--- config.mk ---
export PLATFORM = sky130hd
export DESIGN_NAME = fill_event_dwell_detector_flat
export DESIGN_NICKNAME = d
export VERILOG_FILES = /design/src/rtl/fedd_pkg.sv /design/src/rtl/fedd_if.sv /design/src/rtl/fedd_cfg.sv /design/src/rtl/fedd_core.sv /design/src/rtl/fill_event_dwell_detector.sv /design/src/flat_wrapper.sv
export SDC_FILE = /design/constraint.sdc
export NUM_CORES = 1
export LEC_CHECK = 0
export BUFFER_PORTS_ARGS = -buffer_cell sky130_fd_sc_hd__buf_2
export CORE_MARGIN = 2
export CORE_UTILIZATION = 50
export CTS_BUF_LIST = sky130_fd_sc_hd__clkbuf_8
export DETAILED_ROUTE_END_ITERATION = 10
export PLACE_DENSITY = 0.69
export REMOVE_ABC_BUFFERS = 1
export SLEW_MARGIN = 20
export SYNTH_ARGS = -nofsm -noshare
export SYNTH_HDL_FRONTEND = slang
export SYNTH_SLANG_ARGS = --single-unit
--- constraint.sdc ---
create_clock -name clk -period 16 [get_ports clk]
set_clock_uncertainty 0.2 [all_clocks]
set_input_delay 1.6 -clock clk [delete_from_list [all_inputs] [get_ports clk]]
set_output_delay 1.6 -clock clk [all_outputs]
set_load 0.02 [all_outputs]
--- src/rtl/fedd_pkg.sv ---
`default_nettype none

package fedd_pkg;

  // Field widths
  localparam int unsigned LEVEL_W    = 10;
  localparam int unsigned TIME_W     = 32;
  localparam int unsigned DEADLINE_W = 33;
  localparam int unsigned PCT_W      = 7;
  localparam int unsigned DWELL_W    = 16;
  localparam int unsigned DELTA_W    = 11;  // whole percent times ten, up to 1270
  localparam int unsigned CFG_IDX_W  = 8;
  localparam int unsigned CFG_DATA_W = 16;

  // Cancel band of 2 percent, in tenths of a percent
  localparam logic [DELTA_W-1:0] CANCEL_BAND = 11'd20;

  // Configuration register indexes
  localparam logic [CFG_IDX_W-1:0] CFG_ALARM_DELTA = 8'd0;
  localparam logic [CFG_IDX_W-1:0] CFG_DWELL       = 8'd1;
  localparam logic [CFG_IDX_W-1:0] CFG_MIN_DELTA   = 8'd2;
  localparam logic [CFG_IDX_W-1:0] CFG_MIN_DWELL   = 8'd3;

  // Configuration reset values
  localparam logic [PCT_W-1:0]   ALARM_DELTA_RST = 7'd10;
  localparam logic [DWELL_W-1:0] DWELL_RST       = 16'd300;
  localparam logic [PCT_W-1:0]   MIN_DELTA_RST   = 7'd0;
  localparam logic [DWELL_W-1:0] MIN_DWELL_RST   = 16'd0;

  // Step outcome codes
  typedef enum logic [2:0] {
    OUT_NONE     = 3'd0,
    OUT_START    = 3'd1,
    OUT_CONTINUE = 3'd2,
    OUT_CANCEL   = 3'd3,
    OUT_CONFIRM  = 3'd4
  } fedd_outcome_t;

  // Effective (clamped) settings handed to the decision logic
  typedef struct packed {
    logic [DELTA_W-1:0] delta_tenths;
    logic [DWELL_W-1:0] dwell;
  } fedd_cfg_t;

  // One result beat
  typedef struct packed {
    fedd_outcome_t      outcome;
    logic [LEVEL_W-1:0] reported_level;
    logic [LEVEL_W-1:0] stable_level_out;
    logic               dwelling;
  } fedd_result_t;

endpackage

`default_nettype wire

--- src/rtl/fedd_if.sv ---
`default_nettype none

// Sample channel
interface fedd_in_if;
  import fedd_pkg::*;
  logic               valid;
  logic               ready;
  logic [LEVEL_W-1:0] fuel_level;
  logic [TIME_W-1:0]  now_seconds;

  modport source (output valid, output fuel_level, output now_seconds, input ready);
  modport sink (input valid, input fuel_level, input now_seconds, output ready);
endinterface

// Result channel
interface fedd_out_if;
  import fedd_pkg::*;
  logic               valid;
  logic               ready;
  logic [2:0]         outcome;
  logic [LEVEL_W-1:0] reported_level;
  logic [LEVEL_W-1:0] stable_level_out;
  logic               dwelling;

  modport source (output valid, output outcome, output reported_level,
                  output stable_level_out, output dwelling, input ready);
  modport sink (input valid, input outcome, input reported_level,
                input stable_level_out, input dwelling, output ready);
endinterface

// Configuration write channel
interface fedd_cfg_if;
  import fedd_pkg::*;
  logic                  valid;
  logic                  ready;
  logic [CFG_IDX_W-1:0]  index;
  logic [CFG_DATA_W-1:0] data;

  modport source (output valid, output index, output data, input ready);
  modport sink (input valid, input index, input data, output ready);
endinterface

`default_nettype wire

--- src/rtl/fedd_cfg.sv ---
`default_nettype none

module fedd_cfg (
  input  wire logic                            clk,
  input  wire logic                            rst_n,
  input  wire logic                            wr_en,
  input  wire logic [fedd_pkg::CFG_IDX_W-1:0]  wr_index,
  input  wire logic [fedd_pkg::CFG_DATA_W-1:0] wr_data,
  output fedd_pkg::fedd_cfg_t                  cfg
);
  import fedd_pkg::*;

  logic [PCT_W-1:0]   alarm_delta_r;
  logic [DWELL_W-1:0] dwell_r;
  logic [PCT_W-1:0]   min_delta_r;
  logic [DWELL_W-1:0] min_dwell_r;
  logic [PCT_W-1:0]   delta_pct;

  // Register writes; unknown indexes are dropped.
  always_ff @(posedge clk) begin
    if (!rst_n) begin
      alarm_delta_r <= ALARM_DELTA_RST;
      dwell_r       <= DWELL_RST;
      min_delta_r   <= MIN_DELTA_RST;
      min_dwell_r   <= MIN_DWELL_RST;
    end else if (wr_en) begin
      case (wr_index)
        CFG_ALARM_DELTA: alarm_delta_r <= wr_data[PCT_W-1:0];
        CFG_DWELL:       dwell_r       <= wr_data;
        CFG_MIN_DELTA:   min_delta_r   <= wr_data[PCT_W-1:0];
        CFG_MIN_DWELL:   min_dwell_r   <= wr_data;
        default: ;
      endcase
    end
  end

  // Clamp to the minimums and scale the delta to tenths (x8 + x2).
  always_comb begin
    delta_pct = (alarm_delta_r < min_delta_r) ? min_delta_r : alarm_delta_r;
    cfg.delta_tenths = {1'b0, delta_pct, 3'b000} + {3'b000, delta_pct, 1'b0};
    cfg.dwell = (dwell_r < min_dwell_r) ? min_dwell_r : dwell_r;
  end

endmodule

`default_nettype wire

--- src/rtl/fedd_core.sv ---
`default_nettype none

module fedd_core (
  input  wire logic                         clk,
  input  wire logic                         rst_n,
  input  wire logic                         step,
  input  wire logic [fedd_pkg::LEVEL_W-1:0] level,
  input  wire logic [fedd_pkg::TIME_W-1:0]  now,
  input  wire fedd_pkg::fedd_cfg_t          cfg,
  output fedd_pkg::fedd_result_t            result
);
  import fedd_pkg::*;

  logic                  in_dwell_r, in_dwell_nxt;
  logic [LEVEL_W-1:0]    stable_r, stable_nxt;
  logic [LEVEL_W-1:0]    peak_r, peak_nxt;
  logic [DEADLINE_W-1:0] deadline_r, deadline_nxt;

  logic [DEADLINE_W-1:0] now_ext;
  logic [DEADLINE_W-1:0] fresh_deadline;
  logic                  cancel_drop;
  logic                  rising;
  logic                  start_rise;
  logic                  deadline_hit;
  fedd_outcome_t         outcome;

  // Comparisons that steer the step.
  always_comb begin
    now_ext        = {1'b0, now};
    fresh_deadline = now_ext + {{(DEADLINE_W-DWELL_W){1'b0}}, cfg.dwell};
    cancel_drop    = ({1'b0, level} + CANCEL_BAND) < {1'b0, peak_r};
    rising         = level > peak_r;
    start_rise     = {2'b00, level} >= ({2'b00, stable_r} + {1'b0, cfg.delta_tenths});
    // An unset deadline becomes now plus the dwell, reached only for a zero dwell.
    deadline_hit   = (deadline_r == '0) ? (cfg.dwell == '0) : (now_ext >= deadline_r);
  end

  // Next state and outcome for the sample.
  always_comb begin
    in_dwell_nxt = in_dwell_r;
    stable_nxt   = stable_r;
    peak_nxt     = peak_r;
    deadline_nxt = deadline_r;
    outcome      = OUT_NONE;
    if (in_dwell_r) begin
      if (cancel_drop || (!rising && deadline_hit)) begin
        in_dwell_nxt = 1'b0;
        deadline_nxt = '0;
        stable_nxt   = level;
        peak_nxt     = level;
        outcome      = cancel_drop ? OUT_CANCEL : OUT_CONFIRM;
      end else begin
        outcome = OUT_CONTINUE;
        if (rising) begin
          peak_nxt     = level;
          deadline_nxt = fresh_deadline;
        end else if (deadline_r == '0) begin
          deadline_nxt = fresh_deadline;
        end
      end
    end else if (start_rise) begin
      in_dwell_nxt = 1'b1;
      deadline_nxt = fresh_deadline;
      peak_nxt     = level;
      outcome      = OUT_START;
    end else if (level <= stable_r) begin
      stable_nxt = level;
    end
  end

  // Detector state advances once per processed sample.
  always_ff @(posedge clk) begin
    if (!rst_n) begin
      in_dwell_r <= 1'b0;
      stable_r   <= '0;
      peak_r     <= '0;
      deadline_r <= '0;
    end else if (step) begin
      in_dwell_r <= in_dwell_nxt;
      stable_r   <= stable_nxt;
      peak_r     <= peak_nxt;
      deadline_r <= deadline_nxt;
    end
  end

  always_comb begin
    result.outcome          = outcome;
    result.reported_level   = level;
    result.stable_level_out = stable_nxt;
    result.dwelling         = in_dwell_nxt;
  end

endmodule

`default_nettype wire

--- src/rtl/fill_event_dwell_detector.sv ---
`default_nettype none

// A sample moves from the input register to the result register, which drives its beat.
// Throughput: one sample per cycle while the output takes beats, set by the combinational
// decision logic between the input register and the result register.
// Reset (rst_n, synchronous, active low): both pipeline registers empty, no dwell,
// stable/peak levels and deadline zero, configuration back to 10 pct, 300 s, 0, 0.
module fill_event_dwell_detector (
  input wire logic   clk,
  input wire logic   rst_n,
  fedd_in_if.sink    in_if,
  fedd_out_if.source out_if,
  fedd_cfg_if.sink   cfg_if
);
  import fedd_pkg::*;

  logic               a_valid_r;
  logic [LEVEL_W-1:0] a_level_r;
  logic [TIME_W-1:0]  a_now_r;
  logic               b_valid_r;
  fedd_result_t       b_result_r;
  fedd_result_t       result;
  fedd_cfg_t          cfg;
  logic               advance;
  logic               in_beat;

  // Configuration writes are always taken.
  assign cfg_if.ready = 1'b1;

  fedd_cfg u_cfg (
    .clk      (clk),
    .rst_n    (rst_n),
    .wr_en    (cfg_if.valid),
    .wr_index (cfg_if.index),
    .wr_data  (cfg_if.data),
    .cfg      (cfg)
  );

  // Handshake: the input register drains into the result register when that is free.
  assign advance     = a_valid_r && (!b_valid_r || out_if.ready);
  assign in_if.ready = !a_valid_r || advance;
  assign in_beat     = in_if.valid && in_if.ready;

  always_ff @(posedge clk) begin
    if (!rst_n) begin
      a_valid_r <= 1'b0;
    end else if (in_beat) begin
      a_valid_r <= 1'b1;
    end else if (advance) begin
      a_valid_r <= 1'b0;
    end
  end

  always_ff @(posedge clk) begin
    if (in_beat) begin
      a_level_r <= in_if.fuel_level;
      a_now_r   <= in_if.now_seconds;
    end
  end

  fedd_core u_core (
    .clk    (clk),
    .rst_n  (rst_n),
    .step   (advance),
    .level  (a_level_r),
    .now    (a_now_r),
    .cfg    (cfg),
    .result (result)
  );

  // Result register.
  always_ff @(posedge clk) begin
    if (!rst_n) begin
      b_valid_r <= 1'b0;
    end else if (advance) begin
      b_valid_r <= 1'b1;
    end else if (out_if.ready) begin
      b_valid_r <= 1'b0;
    end
  end

  always_ff @(posedge clk) begin
    if (advance) begin
      b_result_r <= result;
    end
  end

  assign out_if.valid            = b_valid_r;
  assign out_if.outcome          = b_result_r.outcome;
  assign out_if.reported_level   = b_result_r.reported_level;
  assign out_if.stable_level_out = b_result_r.stable_level_out;
  assign out_if.dwelling         = b_result_r.dwelling;

  // A beat that starts or continues a dwell leaves the dwell pending; others do not.
  assert property (@(posedge clk) disable iff (!rst_n)
    out_if.valid |-> (out_if.dwelling ==
      ((out_if.outcome == OUT_START) || (out_if.outcome == OUT_CONTINUE))))
    else $error("dwelling flag disagrees with outcome");

  // Ending a dwell resets the stable level to the sample.
  assert property (@(posedge clk) disable iff (!rst_n)
    out_if.valid && ((out_if.outcome == OUT_CANCEL) || (out_if.outcome == OUT_CONFIRM))
      |-> (out_if.stable_level_out == out_if.reported_level))
    else $error("stable level not reset when dwell ended");

  // With no fill under way the stable level never sits above the sample.
  assert property (@(posedge clk) disable iff (!rst_n)
    out_if.valid && (out_if.outcome == OUT_NONE)
      |-> (out_if.stable_level_out <= out_if.reported_level))
    else $error("stable level above sample without dwell");

  // A sample held in the input register is processed or kept, never dropped.
  assert property (@(posedge clk) disable iff (!rst_n)
    a_valid_r && !advance |=> a_valid_r)
    else $error("input register lost a sample");

endmodule

`default_nettype wire
--- src/flat_wrapper.sv ---
// flat-port wrapper written by rule: the top's interface ports become plain ports
module fill_event_dwell_detector_flat import fedd_pkg::*;
  (clk, rst_n, in_if_valid, in_if_fuel_level, in_if_now_seconds, in_if_ready, out_if_valid, out_if_outcome, out_if_reported_level, out_if_stable_level_out, out_if_dwelling, out_if_ready, cfg_if_valid, cfg_if_index, cfg_if_data, cfg_if_ready);
  fedd_in_if in_if_i ();
  fedd_out_if out_if_i ();
  fedd_cfg_if cfg_if_i ();
  input wire logic clk;
  input wire logic rst_n;
  input wire logic [$bits(in_if_i.valid)-1:0] in_if_valid;
  input wire logic [$bits(in_if_i.fuel_level)-1:0] in_if_fuel_level;
  input wire logic [$bits(in_if_i.now_seconds)-1:0] in_if_now_seconds;
  output wire logic [$bits(in_if_i.ready)-1:0] in_if_ready;
  output wire logic [$bits(out_if_i.valid)-1:0] out_if_valid;
  output wire logic [$bits(out_if_i.outcome)-1:0] out_if_outcome;
  output wire logic [$bits(out_if_i.reported_level)-1:0] out_if_reported_level;
  output wire logic [$bits(out_if_i.stable_level_out)-1:0] out_if_stable_level_out;
  output wire logic [$bits(out_if_i.dwelling)-1:0] out_if_dwelling;
  input wire logic [$bits(out_if_i.ready)-1:0] out_if_ready;
  input wire logic [$bits(cfg_if_i.valid)-1:0] cfg_if_valid;
  input wire logic [$bits(cfg_if_i.index)-1:0] cfg_if_index;
  input wire logic [$bits(cfg_if_i.data)-1:0] cfg_if_data;
  output wire logic [$bits(cfg_if_i.ready)-1:0] cfg_if_ready;
  assign in_if_i.valid = in_if_valid;
  assign in_if_i.fuel_level = in_if_fuel_level;
  assign in_if_i.now_seconds = in_if_now_seconds;
  assign in_if_ready = in_if_i.ready;
  assign out_if_valid = out_if_i.valid;
  assign out_if_outcome = out_if_i.outcome;
  assign out_if_reported_level = out_if_i.reported_level;
  assign out_if_stable_level_out = out_if_i.stable_level_out;
  assign out_if_dwelling = out_if_i.dwelling;
  assign out_if_i.ready = out_if_ready;
  assign cfg_if_i.valid = cfg_if_valid;
  assign cfg_if_i.index = cfg_if_index;
  assign cfg_if_i.data = cfg_if_data;
  assign cfg_if_ready = cfg_if_i.ready;
  fill_event_dwell_detector u_core (.clk(clk), .rst_n(rst_n), .in_if(in_if_i), .out_if(out_if_i), .cfg_if(cfg_if_i));
endmodule
### After elaboration in Yosys (flattened, before gate mapping)

Cells that the tools add are included.

* add/sub/neg operators: 4
* order comparisons: 7
* eq/ne operators: 5
* multiplexer cells: 27
* reductions and logical operators: 21

Operators with widths (count)
* $mux W33: 5
* $mux W10: 8
* $add A32 B16 Y33: 1
* $ge A32 B33 Y1: 1
* $logic_not A33 Y1: 1
* $eq A8 B2 Y1 const B: 2
* $logic_not A16 Y1: 1
* $lt A16 B16 Y1: 1
* $mux W16: 1
* $add A10 B11 Y12: 1
* $ge A10 B12 Y1: 1
* $add A10 B5 Y11 const B: 1
* $add A10 B8 Y11: 1
* $lt A11 B10 Y1: 1
* $gt A10 B10 Y1: 1
* $le A10 B10 Y1: 1
* $mux W1: 9
* $mux W3: 3
* $eq A8 B1 Y1 const B: 1
* $logic_not A8 Y1: 1
* $reduce_and A2 Y1: 4
* $lt A7 B7 Y1: 1
* $mux W7: 1
* $reduce_and A3 Y1: 2
* other kinds (6): 14

* bits in registers: 168
* bits of input ports: 71
* output and inout bits: 27
* word-level logic and storage cells: 80

### Depth between registers and ports, before layout

* depth in word-level cells: 8
* gate-level depth with buffers: 29
* mapped depth without buffers: 27

### Hierarchy

From an unflattened synthesis, not the netlist that was laid out.

* cells, all modules: 1066
* area total of the unflattened synthesis: 10468.8 um^2

By module, submodules not included
* fedd_core: times used 1, cells an instance 688, area each 5525.3 um^2, sequential area each 1081.0 um^2
* fedd_cfg: times used 1, cells an instance 301, area each 2846.5 um^2, sequential area each 920.9 um^2
* fill_event_dwell_detector: times used 1, cells an instance 77, area each 2097.0 um^2, sequential area each 2021.9 um^2

### Least setup slack after synthesis

Ideal clock, no wire load.

* path type: flip-flop to flip-flop
* start: register u_core.u_cfg.min_delta_r[1]
* end: register u_core.b_result_r, in the netlist u_core.out_if.stable_level_out[0], data pin
* arrival: 5.270 ns
* data required time: 15.540 ns
* slack: 10.270 ns
* cell stages (with the launch flop): 28
* path buffers: 1
* cell sequence: dfxtp_1 inv_1 ha_1 a21o_1 a21o_1 a21o_1 a21o_1 a21o_1 a21o_1 clkbuf_1 mux2_2 ha_1 xnor2_1 ha_1 a211oi_1 o21bai_1 a211oi_1 o21bai_1 xnor2_1 ha_1 nor2_1 and4_1 o21ai_0 nand2_1 nor3_1 or3_4 nand2_4 mux2_2

RTL lines
* start: declaration: line fedd_cfg.sv:15 `logic [PCT_W-1:0] min_delta_r;`
* start signal: assignment: line fedd_cfg.sv:30 `CFG_MIN_DELTA: min_delta_r <= wr_data[PCT_W-1:0];`
* end signal: assignment: line fill_event_dwell_detector.sv:84 `b_result_r <= result;`
* end: declaration: line fill_event_dwell_detector.sv:21 `fedd_result_t b_result_r;`

### Worst setup path after layout

* start: register u_core.u_cfg.min_delta_r[1]
* end: register u_core.u_core.stable_r[6]

* longest elaborated chain between the ends: 7

Ends and longest elaborated chain
* $lt A7 B7 Y1: line fedd_cfg.sv:39 `delta_pct = (alarm_delta_r < min_delta_r) ? min_delta_r : alarm_delta_r;`
* $mux W7 *: line fedd_cfg.sv:39
* $add A10 B8 Y11 *: line fedd_cfg.sv:40 `cfg.delta_tenths = {1'b0, delta_pct, 3'b000} + {3'b000, delta_pct, 1'b0};`
* $add A10 B11 Y12 *: line fedd_core.sv:33 `start_rise = {2'b00, level} >= ({2'b00, stable_r} + {1'b0, cfg.delta_tenths});`
* $ge A10 B12 Y1 *: line fedd_core.sv:33
* $mux W10 *: line fedd_core.sv:61 `end else if (start_rise) begin`
* $mux W10 *: line fedd_core.sv:45 `if (in_dwell_r) begin`
* end signal: assignment: line fedd_core.sv:80 `stable_r <= stable_nxt;`
* end: declaration: line fedd_core.sv:15 `logic [LEVEL_W-1:0] stable_r, stable_nxt;`

Every way passes the cells marked *; elsewhere a longest branch is shown, timed or not.
A chain may end at the register's enable or synchronous reset.

==> impl_metrics.env <==
export IMPL_status="complete, no violations"
export IMPL_crit_path_max_fanout=10
export IMPL_track_usage=0.221
export IMPL_multi_input_area_um2=5820
export IMPL_avgViaCountPerCell=5.55
export IMPL_placed_cell_area_um2=11100
export IMPL_crit_type="flop to flop"
export IMPL_crit_start="u_core.u_cfg.min_delta_r[1]$_SDFFE_PN0P_"
export IMPL_routed_wl_mm=23.8
export IMPL_cts_path_max_buffers=2
export IMPL_reg2reg_from="u_core.u_cfg.min_delta_r[1]$_SDFFE_PN0P_"
export IMPL_synth_seq_cells=168
export IMPL_maxSlewViolCount=0
export IMPL_fin_cells=1425
export IMPL_drive_gt1_frac=0.157
export IMPL_final_cell_area_um2=11400
export IMPL_drc_errors=0
export IMPL_powerDensity_nw_per_um2=80.0
export IMPL_fmax_mhz=156
export IMPL_synthArstFlopShare=0
export IMPL_grt_overflow=0
export IMPL_period_share=0.401
export IMPL_dp_cells=1393
export IMPL_pin_count=98
export IMPL_hold_buffers=0
export IMPL_cts_resized=0
export IMPL_diodes=0
export IMPL_start_util=0.512
export IMPL_drtAntennaViolNets=0
export IMPL_grt_pass1_wl_mm=38.6
export IMPL_rows=52
export IMPL_fin_util=0.563
export IMPL_cp_required_ps=16180
export IMPL_cp_endpoint="u_core.u_core.stable_r[6]$_SDFFE_PN0P_"
export IMPL_synth_top_cell_area_share=0.196
export IMPL_cts_setup_buffers=0
export IMPL_vias=7912
export IMPL_yosysMostFrequentCell="nand2_1"
export IMPL_drt_first_pass_iters=5
export IMPL_cts_inserted_buffers=17
export IMPL_synth_area_top_cells="dfxtp_1 20%, edfxtp_1 19%, ha_1 15%"
export IMPL_antenna_found_initial=0
export IMPL_netlist_area_um2=10400
export IMPL_clk_latency_ps=450
export IMPL_ys_warn_count=0
export IMPL_wl_per_cell_um=16.7
export IMPL_nets=1339
export IMPL_gp_congestion=0.896
export IMPL_period_minus_slack_ps=6420
export IMPL_synth_top_area_cell="dfxtp_1"
export IMPL_final_hold_viol_count=0
export IMPL_ir_drop_mv=0.0607
export IMPL_grt_pass1_vias=7544
export IMPL_synthCells=1057
export IMPL_register_area_um2=4020
export IMPL_avgSynthCellArea_um2=9.83
export IMPL_finalSetupViolations=0
export IMPL_grt_max_degree=82
export IMPL_rsz0062_at_grt="false"
export IMPL_clkTransAtPathRegs_ps=90
export IMPL_r2r_cells=27
export IMPL_synthToLayoutAreaGrowth_pct=10.0
export IMPL_crit_arrival_ps=6600
export IMPL_min_path_type="flop to flop"
export IMPL_root_buffer="clkbuf_8"
export IMPL_worst_pin_slew_ps=1060
export IMPL_start_kind="flop"
export IMPL_synthTopCellsByCount="132 x nand2_1, 121 x ha_1, 102 x dfxtp_1"
export IMPL_nFillCells=1855
export IMPL_yosysSeqAreaShare=0.387
export IMPL_ys_types=71
export IMPL_reg2reg_slack_ps=9580
export IMPL_dpl_hpwl_mm=17.5
export IMPL_portBuffers=96
export IMPL_htree_levels=4
export IMPL_die_x_um=148
export IMPL_setup_tns_final_ps=0
export IMPL_rr_endpoint="u_core.u_core.stable_r[6]$_SDFFE_PN0P_"
export IMPL_cap_violations=0
export IMPL_synth_edf_count=66
export IMPL_p_leak_nw=4.68
export IMPL_dieArea_um2=22000
export IMPL_drt_iter0_drc=487
export IMPL_tritoncts="done"
export IMPL_maxSlewHeadroom=0.290
export IMPL_worstSetupEndpointType="flop"
export IMPL_core_area_um2=20300
export IMPL_synthFlopType="dfxtp_1"
export IMPL_die_y_um=148
export IMPL_cts_sinks=168
## cell usage in the layout (no fill, tap or decap), drive strengths merged, types with 6 or more instances in the layout
cell type	n
nand2	133
ha	121
dfxtp	102
buf	101
inv	99
edfxtp	66
mux2i	40
a21oi	38
a22o	32
nor2b	31
mux2	31
nor2	30
xnor2	29
a21boi	29
nand3	28
a21o	24
o21ai	24
clkbuf	18
nor4	17
nand4	16
nor3	14
o21a	10
and4	9
a31oi	8
a211oi	8
and3	7
a32o	7
clkinv	7
o21bai	6
xor2	6
## flip-flops by register name, indices dropped and copies added, names as in the netlist, 3 cells and up
register	count
u_core.u_core.deadline_r	33
u_core.u_cfg.min_delta_r	7
u_core.a_level_r	10
u_core.out_if.reported_level	10
u_core.u_core.peak_r	10
u_core.u_cfg.dwell_r	16
u_core.out_if.outcome	3
u_core.u_cfg.alarm_delta_r	7
u_core.u_cfg.min_dwell_r	16
u_core.a_now_r	32
u_core.out_if.stable_level_out	10
u_core.u_core.stable_r	10
## worst max-delay path, stage by stage, from the launching register on
cell,delay (ps)
dfxtp_1,380
inv_1,60
ha_1,270
a21o_1,150
a21o_1,160
a21o_1,170
a21o_1,210
a21o_1,180
a21o_1,330
mux2_2,360
ha_1,310
inv_1,110
o21bai_1,100
ha_1,250
a211oi_1,240
o21bai_1,130
a211oi_1,380
o21bai_1,150
xnor2_1,140
ha_1,190
nor2_1,140
and4_1,190
o21ai_0,110
nand2_1,80
nor3_1,50
or3_4,370
a21oi_2,650
mux2i_1,280
## cell type report
type,instances,share of cell area
Clock buffer,18,0.0217
Tap cell,270,0.0295
Clock inverter,14,0.0109
Timing Repair Buffer,101,0.0453
Multi-Input combinational cell,757,0.509
Sequential cell,168,0.352
Inverter,97,0.0318
## worst min path at each step
stage / from / endpoint / slack, ps / cells past startpoint
2_1_floorplan: u_core.u_core.stable_r[4]$_SDFFE_PN0P_ / u_core.u_core.stable_r[4]$_SDFFE_PN0P_ / 250 / 2
3_3_place_gp: u_core.u_core.stable_r[6]$_SDFFE_PN0P_ / u_core.u_core.stable_r[6]$_SDFFE_PN0P_ / 260 / 2
3_5_place_dp: u_core.u_core.stable_r[4]$_SDFFE_PN0P_ / u_core.u_core.stable_r[4]$_SDFFE_PN0P_ / 270 / 2
4_1_cts: u_core.u_core.stable_r[4]$_SDFFE_PN0P_ / u_core.u_core.stable_r[4]$_SDFFE_PN0P_ / 290 / 2
5_1_grt: u_core.u_core.stable_r[7]$_SDFFE_PN0P_ / u_core.u_core.stable_r[7]$_SDFFE_PN0P_ / 300 / 2
6_report: u_core.u_core.stable_r[4]$_SDFFE_PN0P_ / u_core.u_core.stable_r[4]$_SDFFE_PN0P_ / 290 / 2
## per-stage QoR
step / total power, mW / worst slack, ps / hold WS, ps
after floorplan: 0.585 / 9770 / 245
after global placement: 0.630 / 9880 / 261
after detailed placement: 0.634 / 9690 / 275
after CTS: 0.922 / 9580 / 288
after global routing: 0.962 / 9150 / 304
final: 0.915 / 9580 / 286
## logic make-up (layout without fill, tap and decap cells)
group	after synthesis	count (layout)	synth area share
other cells	1	1	0.000361
fa+ha+maj	126	126	0.155
compound gates	215	215	0.153
xor+xnor	35	35	0.0295
buf+inv	132	230	0.0538
flops	168	168	0.387
simple gates	309	309	0.149
mux	71	71	0.0725
## per-layer routing
metal  track usage  vias up  part of all wire
li1              -     3984                 -
met1         0.300     3709              0.47
met2         0.365      191              0.47
met3        0.0368       28             0.043
met4        0.0633        0             0.020
met5             0        -                 0
## power breakdown
part	switching [mW]	leakage (nW)	internal, mW
clock network	0.162	0.177	0.128
logic	0.0789	3.04	0.0620
registers	0.0189	1.46	0.465
No activity file was read; power rests on OpenSTA's default activity.
